==> config.mk <==
export PLATFORM = sky130hd
export DESIGN_NAME = utf8_stream_decoder_unit
export DESIGN_NICKNAME = d
export VERILOG_FILES = /design/src/u8sd_pkg.sv /design/src/utf8_stream_decoder_unit.sv
export SDC_FILE = /design/constraint.sdc
export NUM_CORES = 1
export LEC_CHECK = 0
export BUFFER_PORTS_ARGS = -buffer_cell sky130_fd_sc_hd__buf_2
export CELL_PAD_IN_SITES_DETAIL_PLACEMENT = 1
export CELL_PAD_IN_SITES_GLOBAL_PLACEMENT = 1
export CORE_ASPECT_RATIO = 2
export CORE_MARGIN = 5
export CORE_UTILIZATION = 47
export CTS_CLUSTER_DIAMETER = 150
export CTS_CLUSTER_SIZE = 24
export DETAILED_ROUTE_END_ITERATION = 6
export GPL_TIMING_DRIVEN = 0
export PLACE_DENSITY_LB_ADDON = 0.1
export SLEW_MARGIN = 15
export SYNTH_ARGS = -nofsm -noshare
export SYNTH_HDL_FRONTEND = slang
export SYNTH_SLANG_ARGS = --single-unit
export TNS_END_PERCENT = 50
==> constraint.sdc <==
create_clock -name clk -period 6.1 [get_ports clk]
set_clock_uncertainty 0.2 [all_clocks]
set_input_delay 1.22 -clock clk [delete_from_list [all_inputs] [get_ports clk]]
set_output_delay 1.22 -clock clk [all_outputs]
set_load 0.02 [all_outputs]
==> src/u8sd_pkg.sv <==
`default_nettype none

package u8sd_pkg;

    // Field widths fixed by the interface
    localparam int BYTE_BITS      = 8;
    localparam int CP_BITS        = 16;
    localparam int LEN_BITS       = 4;
    localparam int LEFT_BITS      = 3;
    localparam int CNT_OUT_BITS   = 16;
    localparam int LIMIT_BITS     = 16;

    // Character counter width default
    localparam int COUNT_BITS_DEF = 16;

    // Configuration port
    localparam int APB_ADDR_BITS  = 3;
    localparam int APB_DATA_BITS  = 32;
    localparam logic [APB_ADDR_BITS-1:0] REG_CHAR_LIMIT_ADDR = 3'h0;
    localparam logic [LIMIT_BITS-1:0]    CHAR_LIMIT_RESET    = 16'hFFFF;

    // Byte classification masks and patterns
    localparam logic [7:0] ASCII_TOP    = 8'h80;
    localparam logic [7:0] MASK_E0      = 8'hE0;
    localparam logic [7:0] MASK_F0      = 8'hF0;
    localparam logic [7:0] MASK_C0      = 8'hC0;
    localparam logic [7:0] LEAD2_PAT    = 8'hC0;
    localparam logic [7:0] LEAD3_PAT    = 8'hE0;
    localparam logic [7:0] CONT_PAT     = 8'h80;
    localparam logic [7:0] PAY2_MASK    = 8'h1F;
    localparam logic [7:0] PAY3_MASK    = 8'h0F;
    localparam logic [7:0] CONT_MASK    = 8'h3F;

    // Count of leading ones of a byte, 0..8
    function automatic logic [LEN_BITS-1:0] leading_ones(input logic [BYTE_BITS-1:0] b);
        logic [LEN_BITS-1:0] n;
        logic                run;
        n   = '0;
        run = 1'b1;
        for (int i = BYTE_BITS - 1; i >= 0; i--)
        begin
            run = run & b[i];
            if (run)
            begin
                n = n + LEN_BITS'(1);
            end
        end
        return n;
    endfunction

endpackage

`default_nettype wire

==> src/utf8_stream_decoder_unit.sv <==
`default_nettype none

// Channel   Direction  Handshake                 Payload
// input     in         in_valid / in_stall       data_byte[7:0]
// output    out        out_valid / out_stall     code_point[15:0], seq_length[3:0],
//                                                char_count[15:0], end_of_string,
//                                                limit_reached
// config    in         APB psel/penable/pwrite   paddr[2:0], pwdata[31:0] -> prdata[31:0]
//
// One byte is taken per cycle while in_stall is low. A character result
// appears in the output register in the cycle after the transfer of its last byte
// (or of the zero byte that ends a string); lead and middle bytes of a
// sequence give no result. The sequence state and counter update form a
// feedback loop, one pass of short logic from the accepted byte to the registers.
// in_stall rises only while a result waits in the output register and the
// sink stalls it. Reset clears the sequence state, the counter, the output
// valid and sets char_limit to 65535.

module utf8_stream_decoder_unit
    import u8sd_pkg::*;
#(
    parameter int COUNT_BITS = COUNT_BITS_DEF
)
(
    input  wire logic                     clk,
    input  wire logic                     rst_n,

    input  wire logic                     in_valid,
    output logic                          in_stall,
    input  wire logic [BYTE_BITS-1:0]     data_byte,

    output logic                          out_valid,
    input  wire logic                     out_stall,
    output logic [CP_BITS-1:0]            code_point,
    output logic [LEN_BITS-1:0]           seq_length,
    output logic [CNT_OUT_BITS-1:0]       char_count,
    output logic                          end_of_string,
    output logic                          limit_reached,

    input  wire logic                     psel,
    input  wire logic                     penable,
    input  wire logic                     pwrite,
    input  wire logic [APB_ADDR_BITS-1:0] paddr,
    input  wire logic [APB_DATA_BITS-1:0] pwdata,
    output logic [APB_DATA_BITS-1:0]      prdata,
    output logic                          pready
);

    // Common width for counter/limit compares and the count output
    localparam int WIDE_BITS = (COUNT_BITS > LIMIT_BITS) ?
                               ((COUNT_BITS > CNT_OUT_BITS) ? COUNT_BITS : CNT_OUT_BITS) :
                               ((LIMIT_BITS > CNT_OUT_BITS) ? LIMIT_BITS : CNT_OUT_BITS);
    localparam logic [COUNT_BITS-1:0] COUNT_MAX = {COUNT_BITS{1'b1}};

    // Configuration
    logic [LIMIT_BITS-1:0]  char_limit_reg;

    // Sequence state
    logic [LEFT_BITS-1:0]   bytes_left_reg, bytes_left_next;
    logic [LEN_BITS-1:0]    seq_total_reg,  seq_total_next;
    logic [BYTE_BITS-1:0]   lead_reg,       lead_next;
    logic [BYTE_BITS-1:0]   second_reg,     second_next;
    logic [BYTE_BITS-1:0]   third_reg,      third_next;
    logic [COUNT_BITS-1:0]  counter_reg,    counter_next;

    // Result register
    logic                   out_valid_reg;
    logic [CP_BITS-1:0]     code_point_reg, code_point_next;
    logic [LEN_BITS-1:0]    seq_length_reg, seq_length_next;
    logic [CNT_OUT_BITS-1:0] char_count_reg, char_count_next;
    logic                   eos_reg,        eos_next;
    logic                   limit_reg,      limit_next;
    logic                   emit;

    logic                   in_xfer;
    logic                   out_xfer;
    logic                   cfg_wr;

    // Combinational helpers
    logic [LEN_BITS-1:0]    lead_len;
    logic [LEN_BITS-1:0]    pos;
    logic [BYTE_BITS-1:0]   sec_cur;
    logic [BYTE_BITS-1:0]   thr_cur;
    logic [CP_BITS-1:0]     decoded;
    logic [WIDE_BITS-1:0]   cnt_wide;
    logic [WIDE_BITS-1:0]   cnt_inc_wide;
    logic [WIDE_BITS-1:0]   lim_wide;
    logic [COUNT_BITS-1:0]  cnt_inc;

    // Handshake: accept while the output register is empty or being drained
    assign out_xfer = out_valid_reg && !out_stall;
    assign in_stall = out_valid_reg && out_stall;
    assign in_xfer  = in_valid && !in_stall;

    // APB register access
    assign pready = 1'b1;
    assign cfg_wr = psel && penable && pwrite && (paddr[2] == REG_CHAR_LIMIT_ADDR[2]);

    always_comb
    begin
        prdata = '0;
        if (paddr[2] == REG_CHAR_LIMIT_ADDR[2])
        begin
            prdata = APB_DATA_BITS'(char_limit_reg);
        end
    end

    always_ff @(posedge clk or negedge rst_n)
    begin
        if (!rst_n)
        begin
            char_limit_reg <= CHAR_LIMIT_RESET;
        end
        else if (cfg_wr)
        begin
            char_limit_reg <= pwdata[LIMIT_BITS-1:0];
        end
    end

    // Saturating counter step
    assign lim_wide = WIDE_BITS'(char_limit_reg);
    assign cnt_wide = WIDE_BITS'(counter_reg);
    assign cnt_inc  = ((cnt_wide < lim_wide) && (counter_reg != COUNT_MAX)) ?
                      counter_reg + COUNT_BITS'(1) : counter_reg;
    assign cnt_inc_wide = WIDE_BITS'(cnt_inc);

    // Decode of the completing sequence, with the current byte merged in
    assign lead_len = (data_byte < ASCII_TOP) ? LEN_BITS'(1) : leading_ones(data_byte);
    assign pos      = seq_total_reg - LEN_BITS'(bytes_left_reg);
    assign sec_cur  = (pos == LEN_BITS'(1)) ? data_byte : second_reg;
    assign thr_cur  = (pos == LEN_BITS'(2)) ? data_byte : third_reg;

    always_comb
    begin
        decoded = CP_BITS'(lead_reg);
        if ((seq_total_reg == LEN_BITS'(2)) && ((lead_reg & MASK_E0) == LEAD2_PAT) &&
            ((sec_cur & MASK_C0) == CONT_PAT))
        begin
            decoded = CP_BITS'({lead_reg[4:0] & PAY2_MASK[4:0], sec_cur[5:0] & CONT_MASK[5:0]});
        end
        else if ((seq_total_reg == LEN_BITS'(3)) && ((lead_reg & MASK_F0) == LEAD3_PAT) &&
                 ((sec_cur & MASK_C0) == CONT_PAT) && ((thr_cur & MASK_C0) == CONT_PAT))
        begin
            decoded = {lead_reg[3:0] & PAY3_MASK[3:0], sec_cur[5:0] & CONT_MASK[5:0],
                       thr_cur[5:0] & CONT_MASK[5:0]};
        end
    end

    // Next state and result for one accepted byte
    always_comb
    begin
        bytes_left_next = bytes_left_reg;
        seq_total_next  = seq_total_reg;
        lead_next       = lead_reg;
        second_next     = second_reg;
        third_next      = third_reg;
        counter_next    = counter_reg;
        emit            = 1'b0;
        code_point_next = code_point_reg;
        seq_length_next = seq_length_reg;
        char_count_next = char_count_reg;
        eos_next        = eos_reg;
        limit_next      = limit_reg;

        if (in_xfer)
        begin
            if (bytes_left_reg == '0)
            begin
                if (data_byte == '0)
                begin
                    // End of string: report the count, then clear it
                    emit            = 1'b1;
                    code_point_next = '0;
                    seq_length_next = LEN_BITS'(1);
                    char_count_next = cnt_wide[CNT_OUT_BITS-1:0];
                    eos_next        = 1'b1;
                    limit_next      = (cnt_wide >= lim_wide);
                    counter_next    = '0;
                end
                else if (lead_len <= LEN_BITS'(1))
                begin
                    // Single byte character, including a stray continuation
                    emit            = 1'b1;
                    code_point_next = CP_BITS'(data_byte);
                    seq_length_next = LEN_BITS'(1);
                    char_count_next = cnt_inc_wide[CNT_OUT_BITS-1:0];
                    eos_next        = 1'b0;
                    limit_next      = (cnt_inc_wide >= lim_wide);
                    counter_next    = cnt_inc;
                end
                else
                begin
                    // Open a multi-byte sequence
                    lead_next       = data_byte;
                    second_next     = '0;
                    third_next      = '0;
                    seq_total_next  = lead_len;
                    bytes_left_next = LEFT_BITS'(lead_len - LEN_BITS'(1));
                end
            end
            else
            begin
                second_next     = sec_cur;
                third_next      = thr_cur;
                bytes_left_next = bytes_left_reg - LEFT_BITS'(1);
                if (bytes_left_reg == LEFT_BITS'(1))
                begin
                    emit            = 1'b1;
                    code_point_next = decoded;
                    seq_length_next = seq_total_reg;
                    char_count_next = cnt_inc_wide[CNT_OUT_BITS-1:0];
                    eos_next        = 1'b0;
                    limit_next      = (cnt_inc_wide >= lim_wide);
                    counter_next    = cnt_inc;
                end
            end
        end
    end

    always_ff @(posedge clk or negedge rst_n)
    begin
        if (!rst_n)
        begin
            bytes_left_reg <= '0;
            seq_total_reg  <= '0;
            lead_reg       <= '0;
            second_reg     <= '0;
            third_reg      <= '0;
            counter_reg    <= '0;
            out_valid_reg  <= 1'b0;
        end
        else
        begin
            bytes_left_reg <= bytes_left_next;
            seq_total_reg  <= seq_total_next;
            lead_reg       <= lead_next;
            second_reg     <= second_next;
            third_reg      <= third_next;
            counter_reg    <= counter_next;
            // Load on a new result, drop after the sink takes it
            if (emit)
            begin
                out_valid_reg <= 1'b1;
            end
            else if (out_xfer)
            begin
                out_valid_reg <= 1'b0;
            end
        end
    end

    // Payload of the result register, held while stalled
    always_ff @(posedge clk)
    begin
        if (emit)
        begin
            code_point_reg <= code_point_next;
            seq_length_reg <= seq_length_next;
            char_count_reg <= char_count_next;
            eos_reg        <= eos_next;
            limit_reg      <= limit_next;
        end
    end

    assign out_valid     = out_valid_reg;
    assign code_point    = code_point_reg;
    assign seq_length    = seq_length_reg;
    assign char_count    = char_count_reg;
    assign end_of_string = eos_reg;
    assign limit_reached = limit_reg;

    // A sequence in progress always has a length of at least two
    a_seq_len: assert property (@(posedge clk) disable iff (!rst_n)
        (bytes_left_reg != '0) |-> (seq_total_reg >= LEN_BITS'(2)) &&
                                   (LEN_BITS'(bytes_left_reg) < seq_total_reg))
        else $error("bytes_left exceeds sequence length");

    // A zero byte at character start clears the counter
    a_eos_clear: assert property (@(posedge clk) disable iff (!rst_n)
        (in_xfer && (bytes_left_reg == '0) && (data_byte == '0)) |=> (counter_reg == '0))
        else $error("counter not cleared at end of string");

    // End-of-string results carry code point zero and length one
    a_eos_fields: assert property (@(posedge clk) disable iff (!rst_n)
        (out_valid_reg && eos_reg) |-> (code_point_reg == '0) &&
                                       (seq_length_reg == LEN_BITS'(1)))
        else $error("malformed end-of-string result");

    // Input is taken only when the result register can accept a new result
    a_no_overwrite: assert property (@(posedge clk) disable iff (!rst_n)
        emit |-> (!out_valid_reg || !out_stall))
        else $error("result overwritten while stalled");

endmodule

`default_nettype wire
==> flow_summary.ini <==
[placed_design]
placed_area_um2 = 7540
numPortBuffers = 86
place.gp.congestion = 0.945
place_inst = 949
dpl.hpwl_um = 16000

[routing]
drc_errors = 0
drtPass1Iterations = 4
wl_per_cell_um = 21.1
routed_wl_um = 20400
postRouteAntennaNets = 0
avgViaCountPerCell = 5.73
drtIter0Drc = 167
vias = 5555

[cts]
insertion_delay_ns = 0.36
cts.root.buffer_cell = clkbuf_16
hold_buffers = 0
cts_made_buffers = 9
cts_tree = done
clk_pin_slew_ns = 0.07
clock-sinks = 102
htreeDepth = 3
cts_buffer_depth = 2

[finish]
final_cells = 969
layout.nets = 869
drive_above_1_share_pct = 27.0
design_area_um2 = 7940
antenna_cells = 0
area_growth_pct = 17.1
fillCellCount = 1671

[power]
p_int_mw = 1.66
power_frac_clock_pct = 20.3
ir_worst_vdd_v = 0.000179
switching_power_mw = 1.07
leakagePower_nw = 3.50
comb_power_share_pct = 41.3
seqPwrFrac_pct = 38.4
power_density_nw_per_um2 = 343
p_sw_share_pct = 39.3

[global_route]
grt_usage_pct = 25.1
grt_max_degree = 58
grt_first_pass_wirelength_um = 32700
grt-ovfl-total = 0
grt_pass1_vias = 6255
grt_antenna_before_repair = 0

[sta]
worst_pin_slew_ns = 0.974
setup_viol_count_final = 0
rsz0062_at_grt = no
period_share_pct = 96.9
drv_slew = 0
hold_violations = 0
slew_headroom_pct = 34.5
fmax_ghz = 0.169
period_needed_ns = 5.91

[logic_synthesis]
yosys_most_used_dff = dfrtp_1
syn_area_um2 = 6780
synth_edf_count = 38
synth_cell_types = 74
synth_area_per_cell_um2 = 10.3
synth-async-reset-ratio_pct = 62.7
ys_warn_count = 0
ys_seq_area_share_pct = 40.8
ys_ff_latch = 102
synthCells = 655

[die]
die_area_um2 = 17100
io_pins = 123
start_util_pct = 47.5
fp.dieH_um = 180
die_w_um = 94.9
core_area_um2 = 14300
rows = 62

[setup_path]
crit_type = primary input to register
cp.arrival_ns = 5.95
r2r_start = char_limit_reg[13]
crit_required_ns = 6.14
rr_worst_depth = 15
worstPathMaxFanout = 10
reg2reg_to = limit_reached
rrSetupSlack_ns = 1.45
cp-end-kind = register
start_kind = primary input

[status]
outcome = finished clean

[worst_hold_path]
hold_path_startpoint = third_reg[0]
whs_endpoint = third_reg[0]
hold_path.class = register to register
worstHoldPathCells = 1

[run]
cap_violations = 0
[layout make-up]
cell class                 count  area [um2]  area share (%)
multi-input combinational    480        3710            46.7
sequential                   102        2760            34.8
timing repair buffer          92         523            6.59
buffer                        55         310            3.91
tap                          192         240            3.03
clock buffer                  11         233            2.93
inverter                      32         120            1.51
clock inverter                 5        42.5           0.536
[per-layer routing]
layer / wire, um / GRT usage [%] / share of wire [%] / up-vias
met5: 0 / 0 / 0 / -
met4: 1240 / 15.8 / 6.1 / 0
met3: 568 / 3.72 / 2.8 / 63
met2: 12000 / 49.0 / 59 / 140
met1: 6640 / 22.6 / 32 / 2768
li1: - / - / - / 2584
[power by group through the flow]
| stage | Combinational, mW | Sequential, mW | Clock [mW] |
|---|---|---|---|
| finish | 1.13 | 1.05 | 0.554 |
| global route | 1.24 | 1.07 | 0.601 |
| CTS | 1.13 | 1.05 | 0.567 |
| detailed placement | 1.09 | 1.06 | 0 |
| global placement | 1.03 | 1.05 | 0 |
| floorplan | 0.706 | 1.08 | 0 |
[cells in the final DEF (no fill, tap or decap), types with 14 or more instances in the layout]
master    netlist  routed
ha_1           46      45
o21ai_0        14      14
buf_4          17      21
nor2_1         55      54
nand2_1        44      42
dfstp_2        16      16
xnor2_1        23      23
conb_1          2      17
mux2_2         28      28
edfxtp_1       38      38
a22o_1         16      16
a21oi_1        23      23
buf_2           6      90
nand3_1        19      19
inv_1          31      31
clkbuf_1       29      28
dfrtp_1        48      48
[how the worst max path moves through the flow]
stage	slack, ns	endpoint	start
CTS	0.005	lead_reg[0]	data_byte[6]
finish	0.19	lead_reg[0]	data_byte[5]
detailed placement	-1.26	char_count[3]	data_byte[7]
global route	0.01	cnt_wide[1]	data_byte[5]
floorplan	0.02	char_count[0]	data_byte[7]
global placement	-1.06	seq_length[2]	data_byte[7]
[metrics by stage]
step	power (mW)	setup slack [ns]	util (%)	hold WS [ns]	TNS, ns
after floorplan	1.79	0.0203	-	0.249	0
after global placement	2.08	-1.06	52.6	0.272	-56.63
after detailed placement	2.15	-1.26	52.9	0.279	-71.41
after CTS	2.75	0.00530	55.5	0.305	0
after global routing	2.90	0.0121	55.6	0.319	0
final	2.73	0.189	55.6	0.307	0
[cells by family (layout without fill, tap and decap cells)]
group	Yosys count	after routing	share of synthesized area (%)
buf+inv	89	195	6.31
xor+xnor	35	35	4.63
fa+ha+maj	47	47	8.79
other cells	2	17	0.111
mux	52	52	8.40
compound gates	134	134	16.1
flops	102	102	40.8
simple gates	194	195	14.9
[critical path, stage by stage]
cell and delay [ns]:
buf_2 0.10, buf_6 0.17, inv_1 0.08, a21boi_2 0.17, ha_1 0.26, inv_1 0.07, a31oi_1 0.07, ha_1 0.30
nand2_2 0.11, a41oi_2 0.13, ha_1 0.32, mux2_2 0.28, ha_1 0.33, mux2_2 0.32, ha_1 0.31, mux2i_4 0.21
ha_2 0.24, nor2_1 0.07, o31a_1 0.29, o21a_1 0.12, and3_1 0.23, buf_6 0.18, mux2_1 0.33
[repair_timing]
item / CTS / global route
setup endpoints to repair: 79 / 78
gates resized for setup: 8 / 7
pin swaps: 2 / 1
gates cloned: 1 / 0
setup buffers: 4 / 1
[cell usage after synthesis, types with 3 or more instances]
master / n / area, um2
o41ai_2: 4 / 65.1
a21oi_1: 23 / 115
mux2_2: 28 / 315
o22ai_2: 3 / 37.5
and3b_1: 3 / 26.3
xor2_1: 11 / 96.3
a31oi_1: 5 / 31.3
nor2b_1: 9 / 56.3
o21ai_1: 3 / 15.0
a21boi_0: 3 / 22.5
o31ai_4: 5 / 106
and3_1: 11 / 68.8
a21o_1: 5 / 37.5
mux2i_1: 13 / 130
edfxtp_1: 38 / 1140
nand2b_1: 4 / 25.0
clkbuf_1: 29 / 109
ha_1: 46 / 576
a22o_1: 16 / 140
buf_6: 3 / 33.8
mux2_1: 11 / 124
and2_1: 7 / 43.8
nand3_1: 19 / 95.1
o31ai_1: 14 / 105
a211oi_1: 5 / 37.5
dfrtp_1: 48 / 1200
nand2_1: 44 / 165
o21a_1: 5 / 37.5
nor2_1: 55 / 206
a41oi_1: 4 / 35.0
buf_2: 6 / 30.0
o21ai_0: 14 / 70.1
nand4_1: 13 / 81.3
inv_1: 31 / 116
dfstp_2: 16 / 420
nor3_1: 4 / 20.0
o2bb2ai_1: 3 / 26.3
buf_4: 17 / 128
xnor2_1: 23 / 201
nor4_1: 8 / 50.1
a22oi_1: 3 / 22.5
Power figures use the tool's default switching activity.
